**src/design/cspg_pkg.sv**
```systemverilog
`timescale 1ns / 1ps
`default_nettype none
package cspg_pkg;

  localparam int RADIUS_W = 23;
  localparam int COUNT_W  = 16;
  localparam int POS_W    = 24;
  localparam int PROD_W   = RADIUS_W + COUNT_W;
  localparam int NUM_W    = PROD_W + 1;
  localparam int REM_W    = COUNT_W + 1;
  localparam int QUOT_W   = 32;
  localparam int PHASE_W  = 32;
  localparam int XY_W     = 34;
  localparam int ZC_W     = 33;
  localparam int ADDR_W   = 5;
  localparam int DATA_W   = 32;

  localparam int DEF_INDEX_BITS        = 16;
  localparam int DEF_CORDIC_ITERATIONS = 16;

  localparam logic [2:0] REG_RAD_FIRST   = 3'd0;
  localparam logic [2:0] REG_RAD_LAST    = 3'd1;
  localparam logic [2:0] REG_HEIGHT      = 3'd2;
  localparam logic [2:0] REG_POINT_COUNT = 3'd3;
  localparam logic [2:0] REG_TURN_COUNT  = 3'd4;

  localparam logic [RADIUS_W-1:0] RST_RAD_FIRST   = 23'd52429;
  localparam logic [RADIUS_W-1:0] RST_RAD_LAST    = 23'd10486;
  localparam logic [RADIUS_W-1:0] RST_HEIGHT      = 23'd104858;
  localparam logic [COUNT_W-1:0]  RST_POINT_COUNT = 16'd100;
  localparam logic [COUNT_W-1:0]  RST_TURN_COUNT  = 16'd768;

  localparam logic signed [XY_W-1:0] CORDIC_GAIN = 34'sd652032874;
  localparam logic signed [POS_W-1:0] POS_MAX = 24'sd8388607;
  localparam logic signed [POS_W-1:0] POS_MIN = -24'sd8388608;

  typedef struct packed {
    logic              in_range;
    logic [PROD_W-1:0] pr_start;
    logic [PROD_W-1:0] pr_end;
    logic [PROD_W-1:0] pr_z;
  } prod_t;

  typedef struct packed {
    logic                in_range;
    logic [PHASE_W-1:0]  phase;
    logic [RADIUS_W-1:0] radius;
    logic [RADIUS_W-1:0] zmag;
  } geom_t;

  typedef struct packed {
    logic                    in_range;
    logic signed [POS_W-1:0] pos_x;
    logic signed [POS_W-1:0] pos_y;
    logic signed [POS_W-1:0] pos_z;
  } point_t;

  // arctangent of 2^-k in units of 2^-32 turn
  function automatic logic [ZC_W-1:0] atan_turn(input logic [4:0] k);
    logic [ZC_W-1:0] v;
    unique case (k)
      5'd0:  v = 33'h020000000;
      5'd1:  v = 33'h012E4051E;
      5'd2:  v = 33'h009FB385B;
      5'd3:  v = 33'h0051111D4;
      5'd4:  v = 33'h0028B0D43;
      5'd5:  v = 33'h00145D7E1;
      5'd6:  v = 33'h000A2F61E;
      5'd7:  v = 33'h000517C55;
      5'd8:  v = 33'h00028BE53;
      5'd9:  v = 33'h000145F2F;
      5'd10: v = 33'h0000A2F98;
      5'd11: v = 33'h0000517CC;
      5'd12: v = 33'h000028BE6;
      5'd13: v = 33'h0000145F3;
      5'd14: v = 33'h00000A2FA;
      5'd15: v = 33'h00000517D;
      5'd16: v = 33'h0000028BE;
      5'd17: v = 33'h00000145F;
      5'd18: v = 33'h000000A30;
      5'd19: v = 33'h000000518;
      5'd20: v = 33'h00000028C;
      5'd21: v = 33'h000000146;
      5'd22: v = 33'h0000000A3;
      5'd23: v = 33'h000000051;
      default: v = '0;
    endcase
    return v;
  endfunction

endpackage
`default_nettype wire

```
**src/design/cspg_fifo.sv**
```systemverilog
`timescale 1ns / 1ps
`default_nettype none
module cspg_fifo #(
  parameter int W          = 8,
  parameter int DEPTH_LOG2 = 2
) (
  input  wire logic         clk,
  input  wire logic         rst,
  input  wire logic         wr,
  input  wire logic [W-1:0] wdata,
  output logic              full,
  input  wire logic         rd,
  output logic [W-1:0]      rdata,
  output logic              empty
);
  localparam int DEPTH = 1 << DEPTH_LOG2;

  logic [W-1:0]          mem [DEPTH];
  logic [DEPTH_LOG2-1:0] wr_ptr;
  logic [DEPTH_LOG2-1:0] rd_ptr;
  logic [DEPTH_LOG2:0]   count;
  logic                  do_wr;
  logic                  do_rd;

  assign full  = (count == (DEPTH_LOG2 + 1)'(DEPTH));
  assign empty = (count == '0);
  assign do_wr = wr && !full;
  assign do_rd = rd && !empty;
  assign rdata = mem[rd_ptr];

  always_ff @(posedge clk) begin
    if (do_wr) begin
      mem[wr_ptr] <= wdata;
    end
  end

  always_ff @(posedge clk) begin
    if (rst) begin
      wr_ptr <= '0;
      rd_ptr <= '0;
      count  <= '0;
    end else begin
      if (do_wr) begin
        wr_ptr <= wr_ptr + 1'b1;
      end
      if (do_rd) begin
        rd_ptr <= rd_ptr + 1'b1;
      end
      if (do_wr && !do_rd) begin
        count <= count + 1'b1;
      end else if (do_rd && !do_wr) begin
        count <= count - 1'b1;
      end
    end
  end

endmodule
`default_nettype wire

```
**src/design/cspg_front.sv**
```systemverilog
`timescale 1ns / 1ps
`default_nettype none
module cspg_front #(
  parameter int INDEX_BITS = cspg_pkg::DEF_INDEX_BITS
) (
  input  wire logic                                   clk,
  input  wire logic                                   rst,
  input  wire logic                                   push,
  input  wire logic [INDEX_BITS-1:0]                  point_index,
  output logic                                        full,
  input  wire logic [cspg_pkg::RADIUS_W-1:0]          rad_first,
  input  wire logic [cspg_pkg::RADIUS_W-1:0]          rad_last,
  input  wire logic [cspg_pkg::RADIUS_W-1:0]          height,
  input  wire logic [cspg_pkg::COUNT_W-1:0]           point_count,
  input  wire logic [cspg_pkg::COUNT_W-1:0]           turn_count,
  input  wire logic                                   rd,
  output logic                                        empty,
  output cspg_pkg::prod_t                             item,
  output logic [INDEX_BITS+cspg_pkg::COUNT_W-1:0]     ang
);
  localparam int IXW   = (INDEX_BITS > cspg_pkg::COUNT_W) ? INDEX_BITS : cspg_pkg::COUNT_W;
  localparam int ANG_W = INDEX_BITS + cspg_pkg::COUNT_W;
  localparam int PW    = cspg_pkg::PROD_W;

  logic [IXW-1:0]                  i_ext;
  logic [IXW-1:0]                  n_ext;
  logic [cspg_pkg::COUNT_W-1:0]    i16;
  logic [cspg_pkg::COUNT_W-1:0]    rest;
  cspg_pkg::prod_t                 w_item;
  logic [ANG_W-1:0]                w_ang;

  assign i_ext = IXW'(point_index);
  assign n_ext = IXW'(point_count);
  assign i16   = i_ext[cspg_pkg::COUNT_W-1:0];
  assign rest  = point_count - i16;

  // classify and form the products; out-of-range requests are zeroed at the end
  always_comb begin
    w_item.in_range = (point_count != '0) && (i_ext < n_ext);
    w_item.pr_start = PW'(rad_first) * PW'(rest);
    w_item.pr_end   = PW'(rad_last) * PW'(i16);
    w_item.pr_z     = PW'(height) * PW'(i16);
    w_ang           = ANG_W'(point_index) * ANG_W'(turn_count);
  end

  cspg_fifo #(
    .W         ($bits(cspg_pkg::prod_t) + ANG_W),
    .DEPTH_LOG2(2)
  ) u_queue (
    .clk  (clk),
    .rst  (rst),
    .wr   (push),
    .wdata({w_item, w_ang}),
    .full (full),
    .rd   (rd),
    .rdata({item, ang}),
    .empty(empty)
  );

endmodule
`default_nettype wire

```
**config.mk**
```make
export PLATFORM = sky130hd
export DESIGN_NAME = cspg_front
export DESIGN_NICKNAME = d
export VERILOG_FILES = /design/src/design/cspg_pkg.sv /design/src/design/cspg_fifo.sv /design/src/design/cspg_front.sv
export SDC_FILE = /design/constraint.sdc
export NUM_CORES = 2
export LEC_CHECK = 0
export BUFFER_PORTS_ARGS = -buffer_cell sky130_fd_sc_hd__clkbuf_2
export CORE_ASPECT_RATIO = 0.9
export CORE_MARGIN = 1
export CORE_UTILIZATION = 50
export CTS_CLUSTER_DIAMETER = 120
export DETAILED_ROUTE_END_ITERATION = 8
export GPL_TIMING_DRIVEN = 0
export HOLD_SLACK_MARGIN = 0.02
export PLACE_DENSITY = 0.66
export SYNTH_ARGS = -nofsm -noshare
export SYNTH_HDL_FRONTEND = slang
export SYNTH_SLANG_ARGS = --single-unit
```
**constraint.sdc**
```tcl
create_clock -name clk -period 12.1 [get_ports clk]
set_input_delay 1.21 -clock clk [delete_from_list [all_inputs] [get_ports clk]]
set_output_delay 1.21 -clock clk [all_outputs]
set_load 0.02 [all_outputs]
```
==> flow_summary_export.csv <==
group,metric,value,unit
synth,postSynth.asyncResetShare,0,
synth,yosys_warnings,0,
synth,synth_nets,7658,
layout,fill_cells,11400,
clock_network,cts_hold_buffers,0,
layout,final_common_cell,"inv_1",
drt,via_count,44500,
worst_setup_path,crit_type,"primary input to flip-flop",
floorplanning,initial_utilization,0.505,
clock_network,htreeDepth,3,
clock_network,clk-insertion-delay-late,0.67,ns
hold_path,min_path_type,"flip-flop to flip-flop",
timing,fin_crit_sh,0.952,
clock_network,cts_max_path_buffers,3,
timing,rsz0062_at_grt,"no",
worst_setup_path,cpMaxStageDelayCell,"nor2_1",
job,maxCapViolCount,0,
synth,synth-xor-area-share,0.0201,
global_route,antenna_found_initial,35,
global_route,grt_pass1_vias,46500,
placed_design,gp_congestion,0.963,
clock_network,root_buffer,"clkbuf_16",
placed_design,dp_hpwl,146000,um
clock_network,cts.sinks,609,
timing,setup_viol,0,
drt,first_pass_iters,5,
layout,regArea,18200,um2
global_route,overflow,0,
timing,slew_viol_final,0,
layout,multi_input_area,42400,um2
floorplanning,die_height,347,um
worst_setup_path,worstReg2RegStart,"u_queue.count[0]$_SDFFE_PP0P_",
synth,seq_area_frac_synth,0.275,
synth,synth_top_area_frac,0.324,
drt,via_per_inst,5.47,
worst_setup_path,startpoint,"point_index[8]",
global_route,track_usage,0.279,
clock_network,clkSlewWorstSetupHoldPaths,0.06,ns
synth,synth_compound_area_frac,0.0409,
floorplanning,io_pins,273,
timing,finalHoldViolCount,0,
drt,antenna_left,0,
synth,synth_fa_ha_area_frac,0.411,
timing,finalClockSkew,0.0232,ns
worst_setup_path,cp.required,12.49,ns
drt,drt_wl_total,180000,um
timing,max_freq,0.0868,GHz
synth,synth_seq_cells,609,
drt,drt_iter0_drc,3428,
synth,synth_ff_type,"edfxtp_1",
floorplanning,fp.dieW,386,um
placed_design,port_buffers,256,
synth,yosys.area_share.simple,0.116,
timing,slew_headroom,0.0657,
layout,utilization,0.551,
worst_setup_path,crit_path_start_kind,"primary input",
synth,synth_top_family_by_area,"adder cells",
timing,tightest_slew,1.40,ns
floorplanning,num_rows,126,
synth,syn_inst,6006,
clock_network,cts_tree,"done",
layout,drive_above_1_share,0.0855,
layout,fin_nets,7998,
synth,synth_area_leaders,"fa_1 (32%), edfxtp_1 (27%), ha_1 (8.7%)",
synth,synth.distinct_cells,69,
worst_setup_path,arrival,11.91,ns
synth,synth_mux_area_frac,0.0516,
global_route,grt_pass1_wl,280000,um
synth,synth_edf_count,600,
floorplanning,die_area,134000,um2
synth,syn_avg_cell_area,11.0,um2
worst_setup_path,cpMostUsedCell,"fa_1",
layout,final_cell_mix,"inv_1 (1214), fa_1 (1072), nand2_1 (970)",
worst_setup_path,end_kind,"flip-flop",
synth,synth.cell_area,66200,um2
layout,synthToLayoutAreaGrowth,9.21,%
global_route,grt_max_degree,54,
worst_setup_path,slowest_delay,0.85,ns
clock_network,numCtsBuffers,68,
synth,synth_top_area_cell,"fa_1",
timing,fin_crit,11.52,ns
floorplanning,core,131000,um2
run_status,status,"completed",
drt,drc_errors,0,
hold_path,hp-start,"u_queue.count[2]$_SDFFE_PP0P_",
worst_setup_path,path_max_fanout,10,
drt,drt-wirelength-per-cell,22.1,um
[cell type report]
class / count / area share
flip-flops and latches: 609 / 0.252
inverters: 1214 / 0.0630
plain buffers: 285 / 0.0151
well taps: 1728 / 0.0299
clock inverters: 36 / 0.00524
repair buffers: 270 / 0.0228
diodes: 6 / 0.000208
multi-input cells: 3898 / 0.586
clock buffers: 88 / 0.0255
[registers in the layout (all words and copies together) (netlist names), named ones only]
| signal | count |
|---|---|
| u_queue.mem | 600 |
| u_queue.wr_ptr | 2 |
| u_queue.count | 3 |
| u_queue.rd_ptr | 2 |
[cell families (layout without fill, tap and decap cells)]
kind of cell / count (synthesis) / after routing
compound gates: 414 / 414
xor+xnor: 152 / 152
fa+ha+maj: 1531 / 1531
buf+inv: 1499 / 1893
flops: 609 / 609
mux: 154 / 154
other cells: 0 / 6
simple gates: 1647 / 1647
[stage by stage]
step / worst slack (ns) / setup TNS (ns) / hold slack, ns / instance area [um2] / std cells
global route: 0.274 / 0 / 0.550 / 72300 / 8131
floorplan: 2.93 / 0 / 0.467 / 66200 / 6006
CTS: 0.422 / 0 / 0.519 / 72200 / 8128
global placement: -0.359 / -3.26 / 0.488 / 69600 / 7990
finish: 0.578 / 0 / 0.520 / 72300 / 8134
detailed placement: -0.263 / -2.17 / 0.513 / 70000 / 8004
[worst max-delay path, delay by kind of cell]
kind / cells / cell delay [ns]
xor+xnor: 1 / 0.50
fa+ha+maj: 8 / 3.70
buf+inv: 7 / 2.47
simple gates: 3 / 1.14
compound gates: 10 / 2.88
[routing by layer]
layer | share of wire | GRT usage | wire, um | vias to the layer above
met1 | 0.42 | 0.395 | 74900 | 22700
met5 | 0.0018 | 0 | 317 | -
met3 | 0.11 | 0.0856 | 19300 | 347
met2 | 0.44 | 0.410 | 79100 | 1777
met4 | 0.035 | 0.0894 | 6340 | 50
li1 | - | - | - | 19600
[timing repair]
| action | in CTS | in global routing |
|---|---|---|
| endpoints found under the setup margin | 0 | 12 |
| gates resized for setup | 0 | 7 |
| setup buffers | 0 | 0 |
[Yosys cell counts (5+ instances only)]
library cell	n
inv_1	1214
fa_1	1072
nand2_1	970
edfxtp_1	600
ha_1	459
and2_1	451
clkbuf_1	266
mux4_2	150
a21oi_1	125
xnor2_1	101
a21o_1	80
o21ai_0	68
nor2_1	63
xor2_1	51
nand3_1	34
nor2b_1	28
nand2b_1	26
a31oi_1	24
nand4_1	19
o21bai_1	19
buf_1	17
nor3_1	15
and3_1	14
o21a_1	13
a211oi_1	11
dfxtp_1	9
o211ai_1	9
nor4_1	8
a21boi_0	5
a221o_1	5
a221oi_1	5
o21ai_1	5
[worst paths after layout]
check,end,slack (ns),depth (start not counted)
worst max-delay path,u_queue.mem[3][148]$_DFFE_PP_,0.58,29
worst min-delay path,u_queue.count[2]$_SDFFE_PP0P_,0.52,2
worst max register to register,u_queue.mem[2][142]$_DFFE_PP_,9.66,6
worst min register to register,u_queue.count[2]$_SDFFE_PP0P_,0.52,2
Power is left out: the tool's default activity adds up to more than one toggle a clock period on the data nets, which glitch-free logic cannot reach.
