File: src/design/cspg_fifo.sv
`timescale 1ns / 1ps
`default_nettype none
module cspg_fifo #(
  parameter int W          = 8,
  parameter int DEPTH_LOG2 = 2
) (
  input  wire logic         clk,
  input  wire logic         rst,
  input  wire logic         wr,
  input  wire logic [W-1:0] wdata,
  output logic              full,
  input  wire logic         rd,
  output logic [W-1:0]      rdata,
  output logic              empty
);
  localparam int DEPTH = 1 << DEPTH_LOG2;

  logic [W-1:0]          mem [DEPTH];
  logic [DEPTH_LOG2-1:0] wr_ptr;
  logic [DEPTH_LOG2-1:0] rd_ptr;
  logic [DEPTH_LOG2:0]   count;
  logic                  do_wr;
  logic                  do_rd;

  assign full  = (count == (DEPTH_LOG2 + 1)'(DEPTH));
  assign empty = (count == '0);
  assign do_wr = wr && !full;
  assign do_rd = rd && !empty;
  assign rdata = mem[rd_ptr];

  always_ff @(posedge clk) begin
    if (do_wr) begin
      mem[wr_ptr] <= wdata;
    end
  end

  always_ff @(posedge clk) begin
    if (rst) begin
      wr_ptr <= '0;
      rd_ptr <= '0;
      count  <= '0;
    end else begin
      if (do_wr) begin
        wr_ptr <= wr_ptr + 1'b1;
      end
      if (do_rd) begin
        rd_ptr <= rd_ptr + 1'b1;
      end
      if (do_wr && !do_rd) begin
        count <= count + 1'b1;
      end else if (do_rd && !do_wr) begin
        count <= count - 1'b1;
      end
    end
  end

endmodule
`default_nettype wire

File: config.mk
export PLATFORM = sky130hd
export DESIGN_NAME = cspg_fifo
export DESIGN_NICKNAME = d
export VERILOG_FILES = /design/src/design/cspg_fifo.sv
export SDC_FILE = /design/constraint.sdc
export NUM_CORES = 1
export LEC_CHECK = 0
export ABC_AREA = 1
export BUFFER_PORTS_ARGS = -buffer_cell sky130_fd_sc_hd__clkbuf_2
export CAP_MARGIN = 20
export CORE_AREA = 8 8 74 76
export CTS_CLUSTER_DIAMETER = 80
export DETAILED_ROUTE_END_ITERATION = 8
export DIE_AREA = 0 0 82 84
export PLACE_DENSITY_LB_ADDON = 0.1
export SETUP_SLACK_MARGIN = 0.15
export SKIP_CTS_REPAIR_TIMING = 1
export SLEW_MARGIN = 25
export SYNTH_ARGS = -nofsm -noshare
export SYNTH_HDL_FRONTEND = slang
export SYNTH_SLANG_ARGS = --single-unit
File: constraint.sdc
create_clock -name clk -period 2.1 [get_ports clk]
set_input_delay 0.42 -clock clk [delete_from_list [all_inputs] [get_ports clk]]
set_output_delay 0.42 -clock clk [all_outputs]
set_load 0.01 [all_outputs]
==> results.md, run 1 <==
* Core Footprint at 4260 sq um
* RSZ-0062 raised after global routing: yes
* Met3 Track Usage GR at 2.59%
* Die Ht at around 84 um
* Worst EP arrival at 2.02 ns
* Register bit total from synthesis at slightly above 40
* Maximum clock rate at 544 MHz
* First-pass GRT wire length at 5020 um
* GRT busiest layer: met2
* DRT Pass-1 Iters at 4
* Reg area at 1140 sq um
* Yosys top cell by area: edfxtp_1
* Synthesized area per cell at between 10 and 15 sq um
* Worst Tran Pin Value at 0.402 ns
* Initial detailed-routing violation count at 61
* CTS tree: yes
* Final-stage net count at 195
* Kind of critical path: register to register
* Starting Density at 39.5%
* M1 GR Usage at 10.7%
* Routed Antenna Nets at 0
* Post-synthesis sequential area ratio at 67.7%
* Final setup fails at 0
* Clock Tree Root: clkbuf_8
* Clk_skew at 0.0103 ns
* Via Count at 1106
* Part of the cycle the worst path needs at 87.6%
* Count of final max-slew check failures at 0
* Global route overflow at 0
* Final TNS setup at 0 ns
* Worst Hold Slack at 0.352 ns
* CP required at around 2.3 ns
* Post-synth top area share at between 50% and 60%
* # port buffers at 21
* Crit start category: register
* Multi-input gate area in the final layout at 454 sq um
* Peak VDD IR at 0.592 mV
* N_diodes at 0
* DP Worst Slack at 0.242 ns
* Synth warnings at 0
* Die area at 6890 sq um
* Final RePlAce weighted congestion at 0.717
* Row count at 24
* DPL Wire Length at 2230 um
* Cell Area, Synth at 1690 sq um
* Met2 usage at 15.9%
* Crit path max-delay family: adder cells
* Slowest stage delay, CP at slightly above 0.4 ns
* CP max-delay cell: fa_1
* Clock slew at reported path FFs at 0.08 ns
* Routed WL at 3190 um
* Final Hold Viols at 0
* P per Cell Area at 1180 nW/um^2
* Number of buffers created by CTS at 5
* Vias per cell at 4.81
* Antenna violations before repair at 0
* Critical path fanouts, max at 5
* Area growth syn-to-layout at 17.5%
* Crit path capture type: register
* Worst slew margin at 73.1%
* FILL cells at 408
* Leakage at 0.796 nW
* Fraction of layout cells with a size suffix above 1 at 23.6%
* Worst-skew pair later-pin latency at 0.28 ns
* Dominant cells by area after synthesis: edfxtp_1 57%, dfxtp_1 11%, nor2_1 6.7%
* Clock sink total at slightly above 40
* Drt wl/cell at 13.9 um
* I/O Pins at 22
* Vias in the first global route at 1058
* Max Cap Viol at 0
* Largest net degree at the start of global routing at 17
* Synth Instances at between 100 and 150
* H-tree levels at 2
* CP Cell Sequence: nor2_1 > nand2_1 > nand2_2 > inv_1 > ha_1 > inv_1 > fa_1 > o21ai_0 > nor2_1
* Final worst slack at ~0.26 ns
* Die width at between 80 and 90 um
* Post-synth net total at roughly 160
* Netlist cell types at 18
* Clk buf depth at 2
* GRT Total Usage at under 10%
* CP Buf/Inv Count at 2
* Worst min path class: input pin to register
* Tmin final at 1.84 ns
* Status: completed
* Drc violations at 0
[through the flow]
step	utilization, %	cells	area [sq um]	power, mW
after floorplan	-	146	1690	1.53
after global placement	43.9	222	1870	1.74
after detailed placement	43.9	222	1870	1.77
after CTS	46.4	230	1980	2.36
after global routing	46.4	230	1980	2.49
final	46.4	230	1980	2.34
[power breakdown]
| group | internal [mW] | total (mW) | switching, mW | leakage [nW] |
|---|---|---|---|---|
| clock network | 0.351 | 0.599 | 0.248 | 0.0528 |
| registers | 1.00 | 1.08 | 0.0801 | 0.368 |
| logic | 0.252 | 0.663 | 0.411 | 0.375 |
| total | 1.60 | 2.34 | 0.739 | 0.796 |
[worst paths after layout]
path,startpoint,endpoint,slack [ns],cells past startpoint
worst max-delay path,count[1],count[1],0.26,9
worst max register to register,count[1],count[1],0.26,9
worst min-delay path,rst,count[0],0.35,2
worst min register to register,rd_ptr[0],rd_ptr[0],0.51,2
[cells in the final DEF, fill, tap and decap left out, types with 4 or more instances in the layout]
| master | count |
|---|---|
| ha_1 | 5 |
| o22ai_1 | 8 |
| dfxtp_1 | 6 |
| nor2_1 | 30 |
| nand3_1 | 4 |
| buf_4 | 5 |
| nand2_1 | 13 |
| inv_1 | 16 |
| edfxtp_1 | 32 |
| clkbuf_2 | 21 |
| o21ai_0 | 13 |
| clkbuf_8 | 5 |
[Yosys cell counts (all sizes together)]
| cell type | number |
|---|---|
| buf | 2 |
| o22ai | 8 |
| nor2 | 30 |
| edfxtp | 32 |
| ha | 5 |
| o21ai | 17 |
| inv | 18 |
| fa | 1 |
| nand3b | 1 |
| dfxtp | 9 |
| xor2 | 1 |
| nand3 | 4 |
| a21oi | 3 |
| nand2 | 15 |
[sequential cells by signal, indices dropped and copies added, names as in the netlist, named ones only]
name,count
rd_ptr,2
wr_ptr,2
count,3
mem,32
[metal layers]
metal  share of wire (%)  vias up
li1                    -      557
met4                 2.6        0
met3                 3.8        7
met1                  43      523
met5                   0        -
met2                  50       19
[cell families (layout without fill, tap and decap cells)]
group | count (synthesis) | in the layout | share of synthesized area [%]
AND/OR/NAND/NOR | 50 | 50 | 12.0
flip-flops | 41 | 41 | 67.7
adder cells (fa/ha/maj) | 6 | 6 | 4.90
XOR/XNOR | 1 | 1 | 0.520
buffers and inverters | 20 | 52 | 5.34
AO/OA/AOI/OAI | 28 | 28 | 9.58
[layout make-up]
class | count | area share, %
well taps | 52 | 3.28
clock inverters | 2 | 1.71
repair buffers | 26 | 7.20
flip-flops and latches | 41 | 57.8
clock buffers | 6 | 3.66
multi-input cells | 85 | 22.9
inverters | 18 | 3.41
No activity file was read; power rests on OpenSTA's default activity.
==> run 2, diff against run 1 <==
--- a/config.mk
+++ b/config.mk
@@ -13,7 +13,7 @@
 export DETAILED_ROUTE_END_ITERATION = 8
 export DIE_AREA = 0 0 82 84
 export PLACE_DENSITY_LB_ADDON = 0.1
-export SETUP_SLACK_MARGIN = 0.15
+export SETUP_SLACK_MARGIN = 0.3
 export SKIP_CTS_REPAIR_TIMING = 1
 export SLEW_MARGIN = 25
 export SYNTH_ARGS = -nofsm -noshare
==> run 2 against run 1 <==
Clock skew shrank 0.0040 ns. Total power up 4.9%. Sequential share of layout area is 1.7 points lower. Wire length increased by 2.6%. Count of clock-buffer cells in the layout unchanged. Maximum frequency rose by 6.0%. Core utilization grew 1.8 points. Via count up 1.9%. Cell count increased by 1.7%. Combinational power grew 16%. Critical path type unchanged. Critical endpoint unchanged. Largest cell class unchanged. Highest routed layer unchanged.
==> results.md, run 2 (synthesis results as in run 1) <==
* Status: completed
* CP Cell Sequence: nor2_4 > nand2_2 > nand2_4 > inv_2 > ha_2 > inv_2 > fa_2 > o21ai_1 > nor2_1
* H-tree levels at 2
* Met2 wire len at 1720 um
* DP Worst Slack at 0.242 ns
* Initial detailed-routing violation count at 57
* Die width at ~80 um
* Routed Antenna Nets at 0
* Hold path startpoint: rst
* R2R Setup Slk at 0.36 ns
* Part of the cycle the worst path needs at around 83%
* Max reg flops at 32
* Drc violations at 0
* Top flop regs: mem (32), count (3)
* I/O Pins at 22
* Crit path capture type: register
* Clk buf depth at 2
* Fin cells at 234
* Peak VDD IR at 0.641 mV
* Max Cap Viol at 0
* P per Cell Area at between 1000 and 1500 nW/um^2
* Final RePlAce weighted congestion at approximately 0.72
* Global route overflow at 0
* Clock sink total at between 40 and 50
* Final setup fails at 0
* Slowest stage delay, CP at 0.42 ns
* Tmin final at 1.74 ns
* CP required at 2.28 ns
* Final TNS setup at 0 ns
* Worst Tran Pin Value at 0.248 ns
* Final Hold Viols at 0
* Critical Path Start: count[1]
* Routed WL at 3270 um
* Kind of critical path: register to register
* RSZ-0062 raised after global routing: no
* DP Area at 1870 sq um
* Worst slew margin at 83.5%
* # port buffers at 21
* Leakage at 0.826 nW
* Commonest non-fill, non-tap cell in the layout: edfxtp_1
* Critical path fanouts, max at 5
* Final worst slack at 0.365 ns
* GRT Total Usage at 9.68%
* Final instance area at between 2000 and 2500 sq um
* Placed insts at 222
* Die area at 6890 sq um
* Final-stage net count at a little under 200
* N_diodes at 0
* Metal3 WL at 143 um
* DRT Pass-1 Iters at 4
* Most frequent cells in the layout: 32 x edfxtp_1, 29 x nor2_1, 21 x clkbuf_2, 14 x inv_1, 12 x o21ai_0
* Crit path max-delay family: adder cells
* Clock slew at reported path FFs at 0.07 ns
* Area growth syn-to-layout at 22.0%
* Clock Tree Root: clkbuf_8
* DPL Wire Length at 2230 um
* Final core occ at 48.2%
* DR top layer: met4
* Crit start category: register
* Worst Hold Slack at 0.355 ns
* Largest net degree at the start of global routing at 17
* CP Buf/Inv Count at 2
* CTS tree: yes
* Via Count at between 1000 and 1500
* Most used cell, CP: inv_2
* Reg with most FFs: mem
* Vias per cell at roughly 4.8
* Count of final max-slew check failures at 0
* Core Footprint at 4260 sq um
* Die Ht at 84 um
* Starting Density at 39.5%
* Worst EP arrival at 1.92 ns
* Total Power at around 2.5 mW
* Reg-to-reg startpoint: count[1]
* CP max-delay cell: fa_2
* Row count at 24
* Drt wl/cell at about 14 um
* Routed metal-1 wire length at ~1400 um
* First-pass GRT wire length at 5020 um
* Worst min path class: input pin to register
* Antenna violations before repair at 0
* Maximum clock rate at 576 MHz
* Vias in the first global route at 1058
* Number of buffers created by CTS at 5
* Clk_skew at 0.00623 ns
* Worst-skew pair later-pin latency at 0.28 ns
* Fraction of layout cells with a size suffix above 1 at 29.7%
run 2: cell types whose count changed in the layout (fill, tap and decap cells not counted), moves of 2 or more:
cell,previous run,this run
buf_4,5,9
inv_1,16,14
nand2_1,13,11
dfxtp_4,0,3
inv_4,0,2
nand2_4,0,3
dfxtp_2,3,1
run 2: path summary, 6_finish.rpt:
check | to | cells past startpoint
max reg2reg | count[1] | 9
max | count[1] | 9
min | count[0] | 2
min reg2reg | register | 2
run 2: worst register-to-register path: cells and delay by family, from the launching register on:
| kind | cells | cell delay (ns) |
|---|---|---|
| fa+ha+maj | 2 | 0.60 |
| simple gates | 4 | 0.40 |
| flops | 1 | 0.37 |
| compound gates | 1 | 0.15 |
| buf+inv | 2 | 0.12 |
run 2: power breakdown:
part           switching [mW]  internal [mW]  total [mW]
registers              0.0850           1.01        1.09
logic                   0.456          0.312       0.768
clock network           0.243          0.351       0.593
total                   0.784           1.67        2.46
run 2: layer usage:
| layer | track usage [%] | vias to the layer above |
|---|---|---|
| li1 | - | 566 |
| met1 | 10.7 | 532 |
| met2 | 15.9 | 24 |
| met3 | 2.59 | 5 |
| met4 | 5.75 | 0 |
| met5 | 0 | - |
run 2: final cells by class:
type                    count  area (sq um)
flip-flops and latches     41          1150
clock buffers               6          72.6
inverters                  18          72.6
clock inverters             2          33.8
repair buffers             30           173
well taps                  52          65.1
fillers                   409          2210
multi-input cells          85           487
==> run 3, diff against run 2 <==
==> constraint.sdc (replaced) <==
create_clock -name clk -period 1.4 [get_ports clk]
set_input_delay 0.28 -clock clk [delete_from_list [all_inputs] [get_ports clk]]
set_output_delay 0.28 -clock clk [all_outputs]
set_load 0.01 [all_outputs]
==> run 3 against run 2 <==
The run now ends with negative setup slack left. Sequential share of layout area decreased by 6.4 points. Wire length increased by 5.9%. Flip-flop and latch count is the same. First-iteration DRC count is 47% higher. Critical path depth up 2. Largest cell class unchanged. Maximum frequency is 10% higher. Count of clock-buffer cells in the layout rose by 2. Critical endpoint is now count[2]. Cell count rose by 5.6%. Combinational power is 110% higher. Global-route usage increased by 0.53 points. Design area is 13% higher. Sequential power is 50% higher.
==> results.md, run 3 (synthesis results as in run 1) <==
* Routed WL at 3460 um
* Leakage at 0.918 nW
* Final TNS setup at -0.755 ns
* Drc violations at 0
* Initial detailed-routing violation count at 84
* Final RePlAce weighted congestion at 0.676
* Critical path fanouts, max at 2
* Global route overflow at 0
* Reg with most FFs: mem
* Die area at 6890 sq um
* Worst min path class: input pin to register
* Final-stage net count at 212
* Most frequent cells in the layout: 32 x edfxtp_1, 23 x nor2_1, 15 x buf_4, 14 x o21ai_2, 12 x inv_1
* Via Count at 1181
* Failing checks: negative setup slack
* Area growth syn-to-layout at 38.0%
* Hold Crit Depth at 1
* Final worst slack at -0.174 ns
* Clock Tree Root: clkbuf_8
* N_diodes at 0
* Worst Tran Pin Value at 0.188 ns
* DPL Wire Length at 2440 um
* Commonest non-fill, non-tap cell in the layout: edfxtp_1
* Worst EP arrival at 1.80 ns
* Crit start category: register
* Status: finished with violations
* H-tree levels at 2
* Final setup fails at 10
* Final Hold Viols at 0
* Worst Hold Slack at 0.211 ns
* Die Ht at around 84 um
* Largest net degree at the start of global routing at 17
* Clk buf depth at 2
* P per Cell Area at between 1500 and 2000 nW/um^2
* Max reg flops at 32
* Crit path capture type: register
* Number of buffers created by CTS at 5
* CP required at 1.62 ns
* Drt wl/cell at 14.0 um
* CTS tree: yes
* Vias in the first global route at 1120
* Clk_skew at 0.00473 ns
* Core Footprint at ~4300 sq um
* Vias per cell at 4.78
* Worst slew margin at 87.5%
* Routed Antenna Nets at 0
* Worst-skew pair later-pin latency at 0.29 ns
* Part of the cycle the worst path needs at 112%
* Register-to-Register Path Depth at 11
* Max Cap Viol at 0
* RSZ-0062 raised after global routing: yes
* Total Power at 4.00 mW
* Row count at 24
* Tmin final at roughly 1.6 ns
* Kind of critical path: register to register
* Clock sink total at 41
* Top flop regs: mem (32), count (3)
* # port buffers at 21
* First-pass GRT wire length at 5240 um
* GRT Total Usage at 10.2%
* DRT Pass-1 Iters at 4
* Peak VDD IR at 1.32 mV
* Maximum clock rate at ~640 MHz
* Fraction of layout cells with a size suffix above 1 at 50.8%
* Die width at 82 um
* Antenna violations before repair at 0
* Count of final max-slew check failures at 0
* Starting Density at between 30% and 40%
* I/O Pins at 22
* Clock slew at reported path FFs at 0.07 ns
## run 3: area by class of cell
| type | count | area [sq um] |
|---|---|---|
| sequential | 41 | 1160 |
| fill | 366 | 1940 |
| multi-input combinational | 85 | 622 |
| inverter | 18 | 75.1 |
| clock buffer | 8 | 90.1 |
| timing repair buffer | 43 | 318 |
| tap | 52 | 65.1 |
## run 3: metrics by stage
stage | util [%] | instances | instance area, sq um | setup slack, ns
2_1_floorplan | - | 146 | 1770 | -0.198
3_3_place_gp | 48.3 | 236 | 2060 | -0.141
3_5_place_dp | 48.3 | 236 | 2060 | -0.190
4_1_cts | 50.4 | 244 | 2150 | -0.210
5_1_grt | 54.5 | 247 | 2330 | -0.245
6_report | 54.5 | 247 | 2330 | -0.174
## run 3: worst max-delay path, stage by stage (launching register included)
cell	delay, ns
dfxtp_2	0.34
nor2_4	0.13
nand2_2	0.07
nand2_2	0.09
ha_4	0.14
inv_2	0.04
fa_2	0.34
nand2_1	0.09
nand3_2	0.07
nand2_1	0.06
nand2_1	0.04
nor2_1	0.10
## run 3: report_power, final
group          internal (mW)  leakage, nW  switching [mW]
registers               1.51        0.370           0.120
logic                  0.752        0.502           0.840
clock network          0.402       0.0455           0.368
## run 3: routing by layer
metal / vias up / share of wire [%] / global-route usage (%)
li1: 597 / - / -
met1: 560 / 41 / 11.4
met2: 18 / 54 / 17.0
met3: 6 / 4.1 / 3.34
met4: 0 / 1.6 / 4.31
met5: - / 0 / 0
## run 3: final timing paths
kind,from,to,slack [ns]
worst max-delay path,count[1],count[2],-0.17
worst min-delay path,wdata[6],mem[3][6],0.21
worst max register to register,count[1],count[2],-0.17
worst min register to register,rd_ptr[0],rd_ptr[0],0.51
